**config.mk**
```make
export PLATFORM = sky130hd
export DESIGN_NAME = tet_cell
export DESIGN_NICKNAME = d
export VERILOG_FILES = /design/src/hw/rtl/tet_pkg.sv /design/src/hw/rtl/tet_cell.sv
export SDC_FILE = /design/constraint.sdc
export NUM_CORES = 1
export LEC_CHECK = 0
export BUFFER_PORTS_ARGS = -buffer_cell sky130_fd_sc_hd__buf_4
export CAP_MARGIN = 20
export CORE_AREA = 3 3 175 177
export DETAILED_ROUTE_END_ITERATION = 6
export DIE_AREA = 0 0 178 180
export GPL_TIMING_DRIVEN = 0
export SYNTH_ARGS = -nofsm -noshare
export SYNTH_HDL_FRONTEND = slang
export SYNTH_SLANG_ARGS = --single-unit
```
**constraint.sdc**
```tcl
create_clock -name clk -period 3.6 [get_ports clk]
set_input_delay 0.54 -clock clk [delete_from_list [all_inputs] [get_ports clk]]
set_output_delay 0.54 -clock clk [all_outputs]
set_load 0.01 [all_outputs]
```
**src/hw/rtl/tet_pkg.sv**
```systemverilog
`default_nettype none
// ----------------------------------------------------------------------------
// tet_pkg
// Shared types, codes and sizes for the titled entry table.
// ----------------------------------------------------------------------------
package tet_pkg;

  localparam int MAX_ENTRIES  = 32;
  localparam int TITLE_BYTES  = 6;
  localparam int CNT_W        = $clog2(MAX_ENTRIES + 1);
  localparam logic [19:0] LENGTH_LIMIT = 20'd1048560;

  localparam logic [1:0] OP_LOOKUP = 2'd0;
  localparam logic [1:0] OP_ADD    = 2'd1;
  localparam logic [1:0] OP_MODIFY = 2'd2;
  localparam logic [1:0] OP_DELETE = 2'd3;

  localparam logic [2:0] ST_OK        = 3'd0;
  localparam logic [2:0] ST_NOT_FOUND = 3'd1;
  localparam logic [2:0] ST_EXISTS    = 3'd2;
  localparam logic [2:0] ST_BAD_LEN   = 3'd3;
  localparam logic [2:0] ST_FULL      = 3'd4;

  typedef struct packed {
    logic [1:0]  opcode;
    logic [47:0] title;
    logic [2:0]  title_len;
    logic [15:0] start_page;
    logic [19:0] chapter_length;
    logic [31:0] hash_value;
  } tet_in_t;

  typedef struct packed {
    logic [2:0]  status;
    logic [47:0] found_title;
    logic [15:0] found_start;
    logic [19:0] found_length;
    logic [31:0] found_hash;
    logic [4:0]  found_position;
    logic [5:0]  entry_count;
  } tet_out_t;

  typedef struct packed {
    logic [47:0] title;
    logic [15:0] start;
    logic [19:0] length;
    logic [31:0] hash;
  } tet_entry_t;

  // Controls shared by every cell of the row.
  typedef struct packed {
    logic        cmp_en;
    logic [47:0] key;
    logic [47:0] mask;
    tet_entry_t  wr_data;
  } tet_cell_ctl_t;

endpackage
`default_nettype wire

```
**src/hw/rtl/tet_cell.sv**
```systemverilog
`default_nettype none
// ----------------------------------------------------------------------------
// tet_cell
// One table slot: holds an entry, compares its title prefix with the key,
// loads a new entry or takes its upper neighbor's entry.
// ----------------------------------------------------------------------------
module tet_cell (
  input  wire                    clk,
  input  wire                    rst_n,
  input  tet_pkg::tet_cell_ctl_t ctl,
  input  wire                    occ,
  input  wire                    wr_en,
  input  wire                    shift_en,
  input  tet_pkg::tet_entry_t    nbr_entry,
  output tet_pkg::tet_entry_t    entry,
  output logic                   match
);
  import tet_pkg::*;

  tet_entry_t entry_r;
  logic       match_r;

  // Entry payload: write wins over shift.
  always_ff @(posedge clk) begin
    if (wr_en) begin
      entry_r <= ctl.wr_data;
    end else if (shift_en) begin
      entry_r <= nbr_entry;
    end
  end

  always_ff @(posedge clk) begin
    if (!rst_n) begin
      match_r <= 1'b0;
    end else if (ctl.cmp_en) begin
      match_r <= occ && ((entry_r.title & ctl.mask) == ctl.key);
    end
  end

  assign entry = entry_r;
  assign match = match_r;

endmodule
`default_nettype wire

```
==> results.sh, run 1 <==
export IMPL_outcome="complete, no violations"
export IMPL_antenna_found_initial=0
export IMPL_r2r_end="match"
export IMPL_worstSetupPathType="in -> reg"
export IMPL_cts_tree="yes"
export IMPL_path_cells="clkbuf_1 > buf_2 > buf_2 > or2_4 > buf_16"
export IMPL_initial_utilization_pct=19.49
export IMPL_synth_area_mm2=0.005730
export IMPL_drive_gt1_share_pct=71.70
export IMPL_critical_path_top_delay_family="buffers and inverters"
export IMPL_dieWidth_um=178
export IMPL_clk_pin_slew_ps=70
export IMPL_skew_ps=18.01
export IMPL_power_leakage_nw=4.541
export IMPL_numPortBuffers=449
export IMPL_synth_cell_types=27
export IMPL_worst_slack_ps=819.3
export IMPL_power_density_mw_per_mm2=425.4
export IMPL_crit_fanout=63
export IMPL_vias=5110
export IMPL_fin_util_pct=34.66
export IMPL_layout_cells_non_filler=1245
export IMPL_cts_buffers=17
export IMPL_placed_area_mm2=0.009619
export IMPL_via_per_inst=4.104
export IMPL_holdWs_ps=393.7
export IMPL_detail_route_wirelength_mm=23.25
export IMPL_dieArea_mm2=0.03204
export IMPL_syn_inst=373
export IMPL_max_freq_mhz=359.6
export IMPL_grt_pass1_vias=5368
export IMPL_min_from="rst_n"
export IMPL_rr_worst_depth=5
export IMPL_slew_headroom_pct=44.07
export IMPL_setup_viol=0
export IMPL_coreArea_mm2=0.02940
export IMPL_finalHoldViolations=0
export IMPL_cp_required_ps=3670
export IMPL_crit_arrival_ps=2850
export IMPL_fin_nets=1176
export IMPL_min_period_ps=2781
export IMPL_cts_resized=0
export IMPL_grt_use_total_pct=13.62
export IMPL_slowest_delay_ps=710
export IMPL_fin_crit_sh_pct=77.24
export IMPL_hold_path_class="in -> reg"
export IMPL_r2r_start="entry[84]"
export IMPL_insertion_delay_ps=420
export IMPL_gp_congestion=0.7948
export IMPL_ys_seq_area_share_pct=61.14
export IMPL_fin_area_mm2=0.01019
export IMPL_ant_nets=0
export IMPL_rows=63
export IMPL_critPathCaptureType="flip-flop"
export IMPL_cp_common_cell="buf_2"
export IMPL_die_h_um=180
export IMPL_io_pins=451
export IMPL_ir_drop_uv=241.2
export IMPL_dr_first_iter_drc_count=185
export IMPL_gr_total_overflow=0
export IMPL_wl_per_cell_um=18.67
export IMPL_clock_path_buffers=2
export IMPL_antenna_cells=0
export IMPL_power_mw=4.335
export IMPL_drv_slew=0
export IMPL_start_kind="primary input"
export IMPL_syn_area_per_cell_um2=15.36
export IMPL_grt_pass1_wl_mm=31.93
export IMPL_drv_cap=0
export IMPL_async_reset_ff_share_pct=0
export IMPL_hpwl_mm=18.68
export IMPL_yosysWarningCount=0
export IMPL_cts_root_buf="clkbuf_16"
export IMPL_synth_edf_count=116
export IMPL_rsz0062_at_grt="no"
export IMPL_drtPass1Iterations=4
export IMPL_cts_setup_buffers=0
export IMPL_dp_cells=1213
export IMPL_worst_path_max_delay_cell="or2_4"
export IMPL_ff2ff_setup_slack_ps=1540
export IMPL_tns_ps=0
export IMPL_synth_fp_nets=707
export IMPL_synth_seq_cells=117
export IMPL_h_tree_depth=4
export IMPL_grt_max_degree=64
export IMPL_ctsHoldBuffers=0
export IMPL_worst_pin_slew_ps=839.0
export IMPL_cts_sinks=117
export IMPL_area_growth_pct=77.84
export IMPL_hold_path_cell_count=3
export IMPL_holdPathEnd="match"
export IMPL_synth_flop_cell="edfxtp_1"
export IMPL_drt_drc_violations_left=0
export IMPL_cp_buffers_inverters=4
export IMPL_place_ws_ps=218.8
## cells in the mapped netlist (2+ instances only)
cell type	number	area [um^2]
o22a_1	7	61.31
and3b_1	8	70.07
mux2_2	116	1306
edfxtp_1	116	3483
nand4_1	4	25.02
xnor2_1	10	87.58
a21oi_1	19	95.09
nor4_1	3	18.77
a21boi_0	8	60.06
a211oi_1	6	45.04
buf_2	12	60.06
o22ai_1	2	12.51
a21o_1	8	60.06
a211oi_2	2	25.02
nand3_1	8	40.04
and3_1	19	118.9
xor2_1	3	26.28
nand2_1	13	48.80
## worst max path at each step
stage / from / to / slack, ps / cells past startpoint
after floorplan: wr_en / entry[0] / 510 / 4
after global placement: wr_en / entry[41] / -970 / 4
after detailed placement: wr_en / entry[85] / 220 / 5
after CTS: wr_en / entry[15] / 670 / 5
after global routing: wr_en / entry[15] / 550 / 5
final: wr_en / entry[85] / 820 / 5
## area by class of cell
type | count | area [um^2]
Clock buffer | 18 | 429.2
Sequential cell | 117 | 3503
Clock inverter | 14 | 142.6
Fill cell | 2900 | 19210
Multi-Input combinational cell | 243 | 2166
Tap cell | 390 | 488.0
Timing Repair Buffer | 450 | 3398
Buffer | 13 | 63.81
## flip-flops by register name, indices dropped and copies added, names as in the netlist
name	count
match	1
entry	116
## routing by layer
layer	GRT usage, %	share of wire, %
met1	14.58	36
met2	25.32	52
met3	4.711	11
met4	3.299	0.72
met5	0	0
## worst register-to-register path: cells and delay by family (launching register included)
| family | cells | cell delay, ps |
|---|---|---|
| DFF | 1 | 410 |
| AOI/OAI and AO/OA | 3 | 700 |
| and+or+nand+nor | 2 | 870 |
## logic make-up (layout without fill, tap and decap cells)
logic type / count (synthesis) / after routing / synth area share (%)
multiplexers: 116 / 116 / 22.79
AND/OR/NAND/NOR: 60 / 60 / 6.463
flip-flops: 117 / 117 / 61.14
XOR/XNOR: 13 / 13 / 1.987
buffers and inverters: 13 / 495 / 1.114
AO/OA/AOI/OAI: 54 / 54 / 6.506
## power by group
group          switching, mW  internal, mW  total [mW]  leakage (nW)
sequential            0.0728          1.67        1.75          1.19
combinational          0.337         0.543       0.880          3.08
clock                  0.736         0.972        1.71         0.271
total                   1.15          3.19        4.34          4.54
## cell usage in the layout (no fill, tap or decap), types with 2 or more instances in the layout
master	count
buf_4	449
mux2_2	116
edfxtp_1	116
a21oi_1	19
and3_1	19
clkbuf_16	17
nand2_1	13
buf_2	12
xnor2_1	10
a21o_1	8
nand3_1	8
a21boi_0	8
and3b_1	8
o22a_1	7
a211oi_1	6
inv_6	6
nand4_1	4
xor2_1	3
nor4_1	3
clkinvlp_4	3
clkinv_4	3
clkbuf_1	2
a211oi_2	2
o22ai_1	2
(Power assumes the default switching activity.)
==> run 2: changes to the inputs <==
- clock period: 3.6 -> 2.72 ns (I/O delays scaled with it)
==> run 2 against run 1 <==
Die area unchanged. Largest cell class unchanged. Via count about the same. Setup slack worse by 620 ps. Sequential share of layout area shrank 0.080 points. Clock-buffer cell count unchanged. Register-to-register slack worse by 1100 ps. Clock skew down 11 ps.
==> results.sh, run 2 (same netlist as run 1, synthesis figures left out) <==
export IMPL_pwr_share_clk_pct=39.5
export IMPL_cts_sinks=117
export IMPL_crit_arrival_ps=2600
export IMPL_ir_drop_uv=323.7
export IMPL_grt_use_total_pct=14.05
export IMPL_multiInputGateArea_mm2=0.002177
export IMPL_crit_fanout=64
export IMPL_detail_route_wirelength_mm=23.61
export IMPL_skew_ps=6.700
export IMPL_worst_pin_slew_ps=683.8
export IMPL_tns_ps=0
export IMPL_start_kind="primary input"
export IMPL_gr_total_overflow=0
export IMPL_cp_required_ps=2790
export IMPL_dp_cells=1213
export IMPL_drv_cap=0
export IMPL_dieWidth_um=178
export IMPL_coreArea_mm2=0.02940
export IMPL_min_period_ps=2524
export IMPL_fin_area_mm2=0.01021
export IMPL_power_density_mw_per_mm2=564.6
export IMPL_setup_viol=0
export IMPL_dr_first_iter_drc_count=153
export IMPL_ant_nets=0
export IMPL_dieArea_mm2=0.03204
export IMPL_slew_headroom_pct=54.41
export IMPL_gp_congestion=0.7841
export IMPL_dr_max_layer_used="met4"
export IMPL_power_share_switching_pct=25.50
export IMPL_grt_max_degree=65
export IMPL_critPathLaunch="wr_en"
export IMPL_drt_drc_violations_left=0
export IMPL_ctsHoldBuffers=0
export IMPL_area_growth_pct=78.25
export IMPL_die_h_um=180
export IMPL_cts_root_buf="clkbuf_16"
export IMPL_power_leakage_nw=4.554
export IMPL_h_tree_depth=4
export IMPL_layout_cells_non_filler=1246
export IMPL_drv_slew=0
export IMPL_finalHoldViolations=0
export IMPL_numPortBuffers=449
export IMPL_holdWs_ps=258.4
export IMPL_critPathCaptureType="flip-flop"
export IMPL_final_common_cell="buf_4"
export IMPL_pwr_share_seq_pct=40.1
export IMPL_grt_pass1_wl_mm=33.03
export IMPL_drive_gt1_share_pct=71.85
export IMPL_placed_area_mm2=0.009619
export IMPL_grt_pass1_vias=5535
export IMPL_largest_register_ffs=116
export IMPL_drtPass1Iterations=4
export IMPL_outcome="complete, no violations"
export IMPL_comb_power_share_pct=20.3
export IMPL_hpwl_mm=19.17
export IMPL_antenna_found_initial=0
export IMPL_final_cell_mix="buf_4, mux2_2, edfxtp_1, a21oi_1, and3_1"
export IMPL_fillers=2941
export IMPL_fin_crit_sh_pct=92.79
export IMPL_initial_utilization_pct=19.49
export IMPL_min_from="rst_n"
export IMPL_cts_tree="yes"
export IMPL_worstSetupPathType="in -> reg"
export IMPL_insertion_delay_ps=410
export IMPL_wl_per_cell_um=18.95
export IMPL_wl_met2_mm=12.38
export IMPL_cts_buffers=17
export IMPL_p_int_mw=4.296
export IMPL_register_area_mm2=0.003503
export IMPL_antenna_cells=0
export IMPL_fin_nets=1177
export IMPL_io_pins=451
export IMPL_clock_path_buffers=2
export IMPL_hold_path_class="in -> reg"
export IMPL_rsz0062_at_grt="no"
export IMPL_cts_setup_buffers=0
export IMPL_vias=5113
export IMPL_p_sw_mw=1.471
export IMPL_met1_length_mm=8.468
export IMPL_power_mw=5.767
export IMPL_cts_resized=1
export IMPL_max_freq_mhz=396.2
export IMPL_r2r_start="entry[84]"
export IMPL_clk_pin_slew_ps=60
export IMPL_via_per_inst=4.104
export IMPL_rows=63
export IMPL_routed_wl_met3_mm=2.562
==> run 2: cell type report <==
cell class	instances	share of cell area (%)
sequential	117	34.30
timing repair buffer	450	33.27
multi-input combinational	244	21.31
tap	390	4.777
clock buffer	18	4.201
clock inverter	14	1.519
buffer	13	0.6247
==> run 2: worst paths after layout <==
| kind | endpoint | slack (ps) | cells after the start |
|---|---|---|---|
| worst max-delay path | entry[4] | 200 | 5 |
| worst min-delay path | match | 260 | 3 |
| worst max register to register | match | 490 | 5 |
| worst min register to register | match | 490 | 2 |
==> run 2: stage by stage <==
stage | worst slack [ps] | util, %
final | 196.2 | 34.74
after detailed placement | -602.9 | 32.72
after global routing | 5.744 | 34.74
after global placement | -903.8 | 32.62
after floorplan | 342.8 | -
after CTS | 70.05 | 34.74
==> run 2: worst max-delay path: stages <==
cell	delay [ps]
clkbuf_1	460
buf_2	400
buf_2	390
or2_4	490
buf_16	330
==> run 2: per-layer routing <==
metal,up-vias,track usage [%]
met3,13,5.767
met5,-,0
met4,0,3.330
li1,2432,-
met2,285,26.08
met1,2383,14.52
==> run 2: power groups by stage <==
| stage | clock [mW] | combinational (mW) | sequential, mW |
|---|---|---|---|
| after floorplan | 0 | 0.296 | 2.43 |
| after global placement | 0 | 1.18 | 2.35 |
| after detailed placement | 0 | 1.19 | 2.35 |
| after CTS | 2.35 | 1.20 | 2.32 |
| after global routing | 2.43 | 1.26 | 2.34 |
| final | 2.28 | 1.17 | 2.31 |
